## src/design/mts_ram.sv

```systemverilog
// Generic single-write, single-read RAM with registered read data; depends on nothing.
// Read during write to the same address returns the old contents.
module mts_ram #(
    parameter int WIDTH = 8,
    parameter int DEPTH = 16
) (
    input  logic                     clk,
    input  logic                     wr_en,
    input  logic [$clog2(DEPTH)-1:0] wr_addr,
    input  logic [WIDTH-1:0]         wr_data,
    input  logic [$clog2(DEPTH)-1:0] rd_addr,
    output logic [WIDTH-1:0]         rd_data
);

    logic [WIDTH-1:0] mem [DEPTH];

    always_ff @(posedge clk) begin
        if (wr_en) begin
            mem[wr_addr] <= wr_data;
        end
        rd_data <= mem[rd_addr];
    end

endmodule

```

## config.mk

```make
export PLATFORM = sky130hd
export DESIGN_NAME = mts_ram
export DESIGN_NICKNAME = d
export VERILOG_FILES = /design/src/design/mts_ram.sv
export SDC_FILE = /design/constraint.sdc
export NUM_CORES = 1
export LEC_CHECK = 0
export BUFFER_PORTS_ARGS = -buffer_cell sky130_fd_sc_hd__buf_2
export CAP_MARGIN = 5
export CORE_AREA = 2 2 103 105
export DETAILED_ROUTE_END_ITERATION = 16
export DIE_AREA = 0 0 105 107
export PLACE_DENSITY = 0.68
export SYNTH_ARGS = -nofsm -noshare
export SYNTH_HDL_FRONTEND = slang
export SYNTH_SLANG_ARGS = --single-unit
```

## constraint.sdc

```tcl
create_clock -name clk -period 3.6 [get_ports clk]
set_input_delay 0.36 -clock clk [delete_from_list [all_inputs] [get_ports clk]]
set_output_delay 0.36 -clock clk [all_outputs]
set_load 0.005 [all_outputs]
```

Yosys cells after proc, flatten, opt, wreduce, memory -nomap -nowiden
Memories as Yosys holds them, arrays and structs flattened. A register that Yosys moved wholly into a read port is not among the register bits.
Cells that the tools add are included.
{"block": "classes", "muxes": 2}
{"cell": "$mux W1", "n": 2}
{"block": "word_totals", "memories": 1, "ramBits": 128, "ff_bits": 0, "input_bits": 18}
{"memory": "mem", "words": 16, "word_bits": 8, "rd": 1, "rd_clocked_by_memory_dff": 1, "wr": 1, "line": "15", "text": "logic [WIDTH-1:0] mem [DEPTH];"}

Logic depth before layout (Yosys ltp)
Gate-level depths: netlist of run 1.
{"block": "depth", "word_depth": 2, "ltp_mapped": 5, "depth_no_buf": 3}

Worst setup path before layout of run 1
OpenSTA, ideal clock, no wires.
{"block": "synth_path", "path_kind": "input to register", "start": "in wr_addr[2]", "end": "mem mem[0][0], enable pin", "path_slack_ns": 1.747, "t_arrival_ns": 1.470, "required_time_ns": 3.217, "path_stages": 2, "setup_ns": 0.383, "path_cell_list": "or3b_2 nor3_1"}
{"item": "start, declared", "line": "9", "text": "input logic [$clog2(DEPTH)-1:0] wr_addr,"}
{"item": "end, declared", "line": "15"}
No word-level cell before the write port.

==> results by group, run 1 <==
Status
  • Status: completed

Timing
  • Fin crit share: 49.3%
  • Final Max Tran Viols: 0
  • Setup_tns: 0 ns
  • Relative slew slack: 31.3%
  • Count of final hold-check violations: 0
  • Worst slew pin tran: 1.03 ns
  • RSZ-0062 raised after global routing: no
  • Setup violators final: 0
  • Clock Skews: 0.00520 ns
  • Achievable Freq: 564 MHz
  • Final critical-path required period: 1.77 ns

Clocking
  • CTS Hold Buffers Added: 0
  • Post-CTS setup buffer count: 0
  • TritonCTS clock tree: done
  • Clock tree buffer depth: 2
  • CTS HTree Levels: 4
  • Post_cts resized: 0
  • Clk_lat worst skew: 0.52 ns
  • CTS root buffer: clkbuf_8
  • Sink Count: 136
  • Clk pin slew, worst setup/hold paths: 0.06 ns
  • CTS Buf Count: 17

Global route
  • Initial antenna violation count: 0
  • Tot GR Track Use: 18.5%
  • Largest net degree at the start of global routing: 33
  • Grt ovf: 0
  • Global-route wire length before repair: 14,600 um
  • Vias in the first global route: 2,467

Routing
  • DRT iter0 DRCs: 225
  • Via-to-Cell Ratio: 5.73
  • DR vias: 2,384
  • Routed WL: 9540 um
  • WL per Instance: 22.9 um
  • Number of remaining DRC errors: 0
  • Post-route ant nets: 0
  • Pre-Repair DR Iteration Count: 5

Worst setup path
  • R2r endpoint: rd_data[4]
  • Worst Path Arrival: 2.17 ns
  • CP Class: in -> reg
  • R2R depth: 3
  • CP Launch Type: input port
  • Critical Path RT: 4.00 ns
  • Worst setup path start: rd_addr[0]
  • Critical Path Sink Type: flip-flop
  • Launch point of the worst reg-to-reg path: mem[2][4]
  • FF-to-FF setup slack: 2.26 ns
  • Max FO, Critical Path: 17
  • Critical Path End: rd_data[5]

Layout
  • Fin nets: 286
  • Fin area: 0.00589 mm2
  • # diodes: 0
  • Layout filler cell count: 760
  • Share of cells above drive strength 1: 25.7%
  • Util after Layout: 58.4%
  • Area Growth Syn to Fin: 14.5%
  • Non-filler cells, final: 416

Synth
  • Mean Syn Cell Area: 22.5 um2
  • Fraction of synthesized area in multiplexers: 15.0%
  • Largest family of logic cells by synthesized area: multiplexers
  • Syn Nets: 247
  • Simple-gate area share of the yosys netlist: 3.18%
  • Seq cells post-synth: 136
  • Compound-Gate Fraction of Synth Area: 2.33%
  • Yosys cell types: 19
  • Xor/xnor share of the synthesized area: 0%
  • Number of synthesis warnings: 0
  • Post-Synthesis Cells: 229
  • Sequential area share after synthesis: 77.8%
  • Adder-Cell Fraction of Synth Area: 0%
  • Synthesized cell area: 0.00515 mm2

Worst hold path
  • Hold Path Stages: 1
  • Worst min-delay path class: in -> reg

Pwr
  • Pwr Total: 3.39 mW
  • Clk network pwr share: 42.9%
  • VDD IR max: 0.000293 V
  • Sequential share of power: 52.6%
  • Leakage: 1.97 nW
  • Switch share: 19.7%
  • PD cells: 575 mW/mm2
  • Net switching power: 668 uW
  • P_int: 2.72 mW
  • Power share of the combinational group: 4.5%

Floorplan
  • Initial Util: 51.0%
  • Core area: 0.0101 mm2
  • Vert. Die Dim: 107 um
  • Total die area: 0.0112 mm2
  • Die W: 105 um
  • I/O pin count: 26
  • Placement Rows: 37

Place
  • DP HPWL: 5970 um
  • GP Congestion: 0.748
  • Post-DP Area: 0.00539 mm2
  • Cell count after placement: 385
  • PortBufs: 25

Job
  • Number of max-cap violations: 0
==> per-stage QoR <==
stage / hold WS, ns / setup WS [ns]
after floorplan: 0.459 / 1.75
after global placement: 0.650 / 1.30
after detailed placement: 0.667 / 1.28
after CTS: 0.212 / 1.81
after global routing: 0.231 / 1.66
final: 0.229 / 1.83
==> state kept, by name, summed over array words and instances (netlist names) <==
signal and flops:
mem 128, rd_data 8
==> routing by layer <==
layer  global-route usage, %  share of wire, %  vias up
met1                    25.1                44     1232
li1                        -                 -     1055
met4                    9.71               1.9        0
met2                    28.1                49       85
met5                       0                 0        -
met3                    4.74               5.5       12
==> cells by family after synthesis <==
logic type      after synthesis
compound gates               16
mux                          32
simple gates                 35
flops                       136
buf+inv                      10
==> layout by cell type, fill, tap and decap left out, types with 4 or more instances in the layout <==
master,Yosys,final
clkbuf_16,0,16
clkbuf_1,0,5
clkbuf_8,0,4
nor2_1,13,13
buf_2,3,25
nand2_1,9,9
edfxtp_1,128,128
mux4_1,14,14
a22oi_1,16,16
dfxtp_1,8,8
mux4_2,18,18
nor3_1,4,4
buf_4,1,5
==> critical path, stage by stage <==
cell,delay (ns)
buf_2,0.46
buf_4,0.41
mux4_1,0.60
a22oi_1,0.24
nand2_1,0.08
==> synthesized netlist by cell type, drive strengths merged <==
cell           count  area share [%]
nor3               4            0.39
nor2              13            0.95
or3b               1            0.17
nand3b             2            0.29
clkdlybuf4s25      3            0.58
and2b              1            0.15
nand2              9            0.66
nand3              1           0.097
and2               1            0.12
nor2b              1            0.12
mux4              32              15
edfxtp           128              75
nand2b             2            0.24
a22oi             16             2.3
buf                7             1.1
dfxtp              8             3.1
==> cell type report <==
type                    instances  area, um2  area share [%]
clock buffers                  25        474            8.05
repair buffers                 30        163            2.76
multi-input cells              83       1060            17.9
well taps                     136        170            2.89
clock inverters                 6       26.3           0.446
flip-flops and latches        136       4000            67.9
==> power groups by stage <==
stage / Sequential (mW) / Combinational, mW / Clock, mW
6_report: 1.78 / 0.153 / 1.45
5_1_grt: 1.78 / 0.167 / 1.53
4_1_cts: 1.78 / 0.155 / 1.47
3_5_place_dp: 1.81 / 0.154 / 0
3_3_place_gp: 1.81 / 0.151 / 0
2_1_floorplan: 1.81 / 0.0899 / 0
==> worst min path at each step <==
| stage | start | to | slack [ns] |
|---|---|---|---|
| final | wr_data[7] | mem[2][7] | 0.23 |
| after global routing | wr_data[7] | mem[1][7] | 0.23 |
| after CTS | wr_data[5] | mem[3][5] | 0.21 |
| after detailed placement | mem[3][0] | rd_data[0] | 0.67 |
| after global placement | mem[15][4] | rd_data[4] | 0.65 |
| after floorplan | wr_data[0] | mem[0][0] | 0.46 |
No activity file was read; power rests on OpenSTA's default activity.
==> inputs of run 2 (changes only) <==
clock period = 1.8 ns   (was 3.6 ns; I/O delays follow)
==> results by group, run 2 (synthesized netlist as in run 1, its figures left out) <==
Worst setup path
  • CP Launch Type: flip-flop (was input port)
  • Worst Path Arrival: 1.79 ns (was 2.17 ns)
  • Critical Path RT: 2.19 ns (was 4.00 ns)
  • CP Class: reg -> reg (was in -> reg)
  • Max FO, Critical Path: 1 (was 17)
  • Critical Path Sink Type: flip-flop (unchanged)

Pwr
  • Sequential share of power: 49.2% (was 52.6%)
  • Clk network pwr share: 46.3% (was 42.9%)
  • Leakage: 2.10 nW (was 1.97 nW)
  • Power share of the combinational group: 4.5% (about the same)
  • Net switching power: 1.41 mW (was 668 uW)
  • P_int: 5.83 mW (was 2.72 mW)
  • VDD IR max: 0.000537 V (was 0.000293 V)
  • Switch share: 19.4% (was 19.7%)
  • PD cells: 1180 mW/mm2 (was 575 mW/mm2)

Place
  • DP HPWL: 5960 um (was 5970 um)
  • PortBufs: 25 (unchanged)
  • GP Congestion: 0.754 (was 0.748)
  • Pre-CTS setup slack: 0.189 ns (was 1.28 ns)
  • Post-DP Area: 0.00556 mm2 (was 0.00539 mm2)

Clocking
  • Clock tree buffer depth: 2 (unchanged)
  • CTS root buffer: clkbuf_8 (unchanged)
  • Clk pin slew, worst setup/hold paths: 0.06 ns (about the same)
  • Clk_lat worst skew: 0.51 ns (was 0.52 ns)
  • TritonCTS clock tree: done (unchanged)
  • Post_cts resized: 0 (unchanged)
  • CTS Buf Count: 17 (unchanged)
  • Sink Count: 136 (unchanged)
  • Post-CTS setup buffer count: 0 (unchanged)
  • CTS Hold Buffers Added: 0 (unchanged)
  • CTS HTree Levels: 4 (unchanged)

Routing
  • Post-route ant nets: 0 (unchanged)
  • WL per Instance: 21.1 um (was 22.9 um)
  • DR vias: 2,429 (was 2,384)
  • Routed WL: 9170 um (was 9540 um)
  • Via-to-Cell Ratio: 5.60 (was 5.73)
  • Number of remaining DRC errors: 0 (unchanged)
  • Pre-Repair DR Iteration Count: 4 (was 5)
  • DRT iter0 DRCs: 117 (was 225)

Timing
  • RSZ-0062 raised after global routing: no (unchanged)
  • Clock Skews: 0.00728 ns (was 0.00520 ns)
  • Count of final hold-check violations: 0 (unchanged)
  • Relative slew slack: 72.3% (was 31.3%)
  • Setup violators final: 0 (unchanged)
  • Final Max Tran Viols: 0 (unchanged)
  • Setup_tns: 0 ns (unchanged)
  • Final worst setup slack: 0.403 ns (was 1.83 ns)
  • Achievable Freq: 716 MHz
  • Fin crit share: 77.6%
  • Final critical-path required period: 1.40 ns
  • WHS: 0.0535 ns (was 0.229 ns)
  • Worst slew pin tran: 0.414 ns (was 1.03 ns)

Floorplan
  • Die W: 105 um (unchanged)
  • Vert. Die Dim: 107 um (unchanged)
  • Initial Util: 51.0% (unchanged)
  • Total die area: 0.0112 mm2 (unchanged)
  • Core area: 0.0101 mm2 (unchanged)
  • Placement Rows: 37 (unchanged)
  • I/O pin count: 26 (unchanged)

Worst hold path
  • Worst min-delay path class: in -> reg (unchanged)

Global route
  • Tot GR Track Use: 17.9% (was 18.5%)
  • Vias in the first global route: 2,462 (was 2,467)
  • Global-route wire length before repair: 14,100 um (was 14,600 um)
  • Initial antenna violation count: 0 (unchanged)
  • Grt met3 use: 4.74% (unchanged)
  • Busiest grt layer: met2 (unchanged)
  • Grt met1 use: 23.2% (was 25.1%)
  • Grt met2 use: 28.4% (was 28.1%)
  • Grt ovf: 0 (unchanged)
  • Largest net degree at the start of global routing: 33 (unchanged)

Layout
  • Register area: 0.00400 mm2 (unchanged)
  • Fin area: 0.00614 mm2 (was 0.00589 mm2)
  • Most frequent cells in the layout: 128 x edfxtp_1, 25 x buf_2, 19 x buf_4 (was 128 x edfxtp_1, 25 x buf_2, 18 x mux4_2)
  • # diodes: 0 (unchanged)
  • Commonest non-fill, non-tap cell in the layout: edfxtp_1 (unchanged)
  • Multi-input gate area: 0.00106 mm2 (unchanged)
  • Area Growth Syn to Fin: 19.3% (was 14.5%)
  • Share of cells above drive strength 1: 31.9% (was 25.7%)
  • Layout filler cell count: 755 (was 760)
  • Top reg by flops: mem (unchanged)
  • Largest regs: mem (128), rd_data (8) (unchanged)
  • Max reg flops: 128 (unchanged)
  • Fin nets: 303 (was 286)

Status
  • Status: completed (unchanged)

Job
  • Number of max-cap violations: 0 (unchanged)
-- run 2: cell count changes in the layout (fill, tap and decap cells not counted) --
cell,change
buf_12,+3
clkbuf_1,-3
clkinvlp_4,+3
bufinv_16,+3
clkbuf_8,-2
clkinv_4,+1
inv_6,+1
buf_4,+14
clkinv_1,-2
-- run 2: layout make-up --
cell class	instances	share of cell area (%)
Clock inverter	12	2.42
Sequential cell	136	65.2
Multi-Input combinational cell	83	17.2
Tap cell	136	2.77
Timing Repair Buffer	47	5.34
Clock buffer	20	7.09
-- run 2: path summary, 6_finish.rpt --
kind / slack [ns] / start / depth (start not counted) / to
min: 0.05 / wr_data[5] / 1 / mem[4][5]
max: 0.40 / mem[5][0] / 3 / rd_data[0]
max reg2reg: 0.40 / mem[5][0] / 3 / rd_data[0]
min reg2reg: 0.67 / mem[14][4] / 3 / rd_data[4]
-- run 2: per-stage QoR --
stage	cells	power [mW]	util, %
floorplan	229	3.80	-
global placement	402	3.94	55.1
detailed placement	402	3.96	55.1
CTS	434	7.29	60.9
global route	434	7.47	60.9
finish	434	7.23	60.9
-- run 2: metal layers --
metal | routed length (um) | vias up
met5 | 0 | -
met4 | 161 | 0
met3 | 483 | 13
met2 | 4630 | 77
met1 | 3890 | 1251
li1 | - | 1088
-- run 2: critical path, stage by stage, from the launching register on --
cell	delay (ns)
edfxtp_1	0.36
mux4_1	0.56
a22oi_1	0.27
nand2_1	0.08
-- run 2: power by group through the flow --
| stage | registers, mW | clock network, mW | logic [mW] |
|---|---|---|---|
| after global placement | 3.62 | 0 | 0.321 |
| after CTS | 3.56 | 3.40 | 0.330 |
| final | 3.56 | 3.35 | 0.325 |
| after global routing | 3.57 | 3.55 | 0.354 |
| after floorplan | 3.62 | 0 | 0.180 |
| after detailed placement | 3.63 | 0 | 0.328 |
==> inputs of run 3 (changes only) <==
clock period = 1.45 ns   (was 1.8 ns; I/O delays follow)
==> results by group, run 3 (synthesized netlist as in run 1, its figures left out) <==
Status
  • Status: completed (unchanged)

Worst setup path
  • Critical Path RT: 1.84 ns (was 2.19 ns)
  • CP Class: reg -> reg (unchanged)
  • Worst Path Arrival: 1.73 ns (was 1.79 ns)
  • R2r endpoint: rd_data[2] (was rd_data[0])
  • Max FO, Critical Path: 1 (unchanged)
  • Launch point of the worst reg-to-reg path: mem[1][2] (was mem[5][0])
  • CP Launch Type: flip-flop (unchanged)
  • R2R depth: 3 (unchanged)
  • Critical Path Sink Type: flip-flop (unchanged)
  • FF-to-FF setup slack: 0.11 ns (was 0.40 ns)

Global route
  • Largest net degree at the start of global routing: 24 (was 33)
  • Global-route wire length before repair: 14,200 um (was 14,100 um)
  • Grt ovf: 0 (unchanged)
  • Tot GR Track Use: 17.8% (was 17.9%)
  • Vias in the first global route: 2,464 (was 2,462)
  • Initial antenna violation count: 0 (unchanged)

Timing
  • Count of final hold-check violations: 0 (unchanged)
  • Setup violators final: 0 (unchanged)
  • RSZ-0062 raised after global routing: no (unchanged)
  • Relative slew slack: 57.2% (was 72.3%)
  • Fin crit share: 92.6% (was 77.6%)
  • Setup_tns: 0 ns (unchanged)
  • Achievable Freq: 745 MHz (was 716 MHz)
  • Worst slew pin tran: 0.640 ns (was 0.414 ns)
  • Final Max Tran Viols: 0 (unchanged)
  • Clock Skews: 0.00508 ns (was 0.00728 ns)
  • Final critical-path required period: 1.34 ns (was 1.40 ns)
  • Final worst setup slack: 0.108 ns (was 0.403 ns)

Clocking
  • Clk pin slew, worst setup/hold paths: 0.06 ns (about the same)
  • Sink Count: 136 (unchanged)
  • CTS Hold Buffers Added: 0 (unchanged)
  • Clock tree buffer depth: 2 (unchanged)
  • CTS root buffer: clkbuf_8 (unchanged)
  • CTS Buf Count: 17 (unchanged)
  • Post-CTS setup buffer count: 0 (unchanged)
  • Post_cts resized: 0 (unchanged)
  • Clk_lat worst skew: 0.51 ns (about the same)
  • CTS HTree Levels: 4 (unchanged)
  • TritonCTS clock tree: done (unchanged)

Floorplan
  • Core area: 0.0101 mm2 (unchanged)
  • Placement Rows: 37 (unchanged)
  • Die W: 105 um (unchanged)
  • I/O pin count: 26 (unchanged)
  • Vert. Die Dim: 107 um (unchanged)
  • Initial Util: 51.0% (unchanged)
  • Total die area: 0.0112 mm2 (unchanged)

Layout
  • Largest regs: mem (128), rd_data (8) (unchanged)
  • Non-filler cells, final: 435 (was 434)
  • # diodes: 0 (unchanged)
  • Commonest non-fill, non-tap cell in the layout: edfxtp_1 (unchanged)
  • Area Growth Syn to Fin: 19.0% (was 19.3%)
  • Most frequent cells in the layout: 128 x edfxtp_1, 25 x buf_2, 20 x buf_4 (was 128 x edfxtp_1, 25 x buf_2, 19 x buf_4)
  • Top reg by flops: mem (unchanged)
  • Share of cells above drive strength 1: 33.1% (was 31.9%)
  • Fin nets: 304 (was 303)
  • Max reg flops: 128 (unchanged)

Routing
  • DR vias: 2,389 (was 2,429)
  • Via-to-Cell Ratio: 5.49 (was 5.60)
  • DRT iter0 DRCs: 137 (was 117)
  • Pre-Repair DR Iteration Count: 4 (unchanged)
  • Routed WL: 9130 um (was 9170 um)
  • Post-route ant nets: 0 (unchanged)
  • Number of remaining DRC errors: 0 (unchanged)
  • WL per Instance: 21.0 um (was 21.1 um)

Place
  • Cell count after placement: 403 (was 402)
  • PortBufs: 25 (unchanged)
  • DP HPWL: 6190 um (was 5960 um)
  • Pre-CTS setup slack: -0.0549 ns (was 0.189 ns)
  • GP Congestion: 0.769 (was 0.754)

Worst hold path
  • Hold Path Stages: 1 (unchanged)
  • Min-Delay Startpoint: wr_data[6] (was wr_data[5])
  • Worst Hold End: mem[5][6] (was mem[4][5])
  • Worst min-delay path class: in -> reg (unchanged)

Job
  • Number of max-cap violations: 0 (unchanged)

Pwr
  • VDD IR max: 0.000787 V (was 0.000537 V)
  • PD cells: 1430 mW/mm2 (was 1180 mW/mm2)
  • Leakage: 2.10 nW (about the same)
==> run 3: power by group <==
group | internal, mW | switching (mW)
Sequential | 4.40 | 0.0255
Combinational | 0.184 | 0.220
Clock | 2.33 | 1.58
Total | 6.91 | 1.83
==> run 3: critical path: stages (launching register included) <==
cell,delay (ns)
edfxtp_1,0.36
mux4_1,0.50
a22oi_1,0.27
nand2_1,0.10
==> run 3: layer usage <==
| layer | up-vias | routed length [um] | global-route usage, % |
|---|---|---|---|
| met5 | - | 0 | 0 |
| met4 | 0 | 89 | 6.67 |
| met3 | 8 | 399 | 4.26 |
| met2 | 65 | 4580 | 28.2 |
| met1 | 1227 | 4060 | 24.3 |
| li1 | 1089 | - | - |
==> run 3: through the flow <==
step / area, um2 / utilization (%) / hold WS [ns] / power, mW
floorplan: 5150 / - / 0.244 / 4.72
global placement: 5570 / 55.2 / 0.524 / 4.90
detailed placement: 5570 / 55.2 / 0.528 / 4.91
CTS: 6120 / 60.7 / 0.00590 / 8.82
global route: 6120 / 60.7 / 0.0216 / 9.02
finish: 6120 / 60.7 / 0.0252 / 8.74
==> run 3: how the worst max path moves through the flow <==
stage | to | slack, ns | from
6_report | rd_data[2] | 0.11 | mem[1][2]
5_1_grt | rd_data[1] | 0.03 | mem[1][1]
4_1_cts | rd_data[1] | 0.10 | mem[0][1]
3_5_place_dp | rd_data[3] | -0.05 | rd_addr[0]
3_3_place_gp | rd_data[3] | -0.05 | rd_addr[0]
2_1_floorplan | mem[3][0] | 0.04 | wr_addr[2]
==> run 3: layout make-up <==
cell class	instances	area (um2)
Tap cell	136	170
Clock buffer	19	432
Sequential cell	136	4000
Timing Repair Buffer	48	335
Multi-Input combinational cell	83	1060
Clock inverter	13	120
Fill cell	744	3970
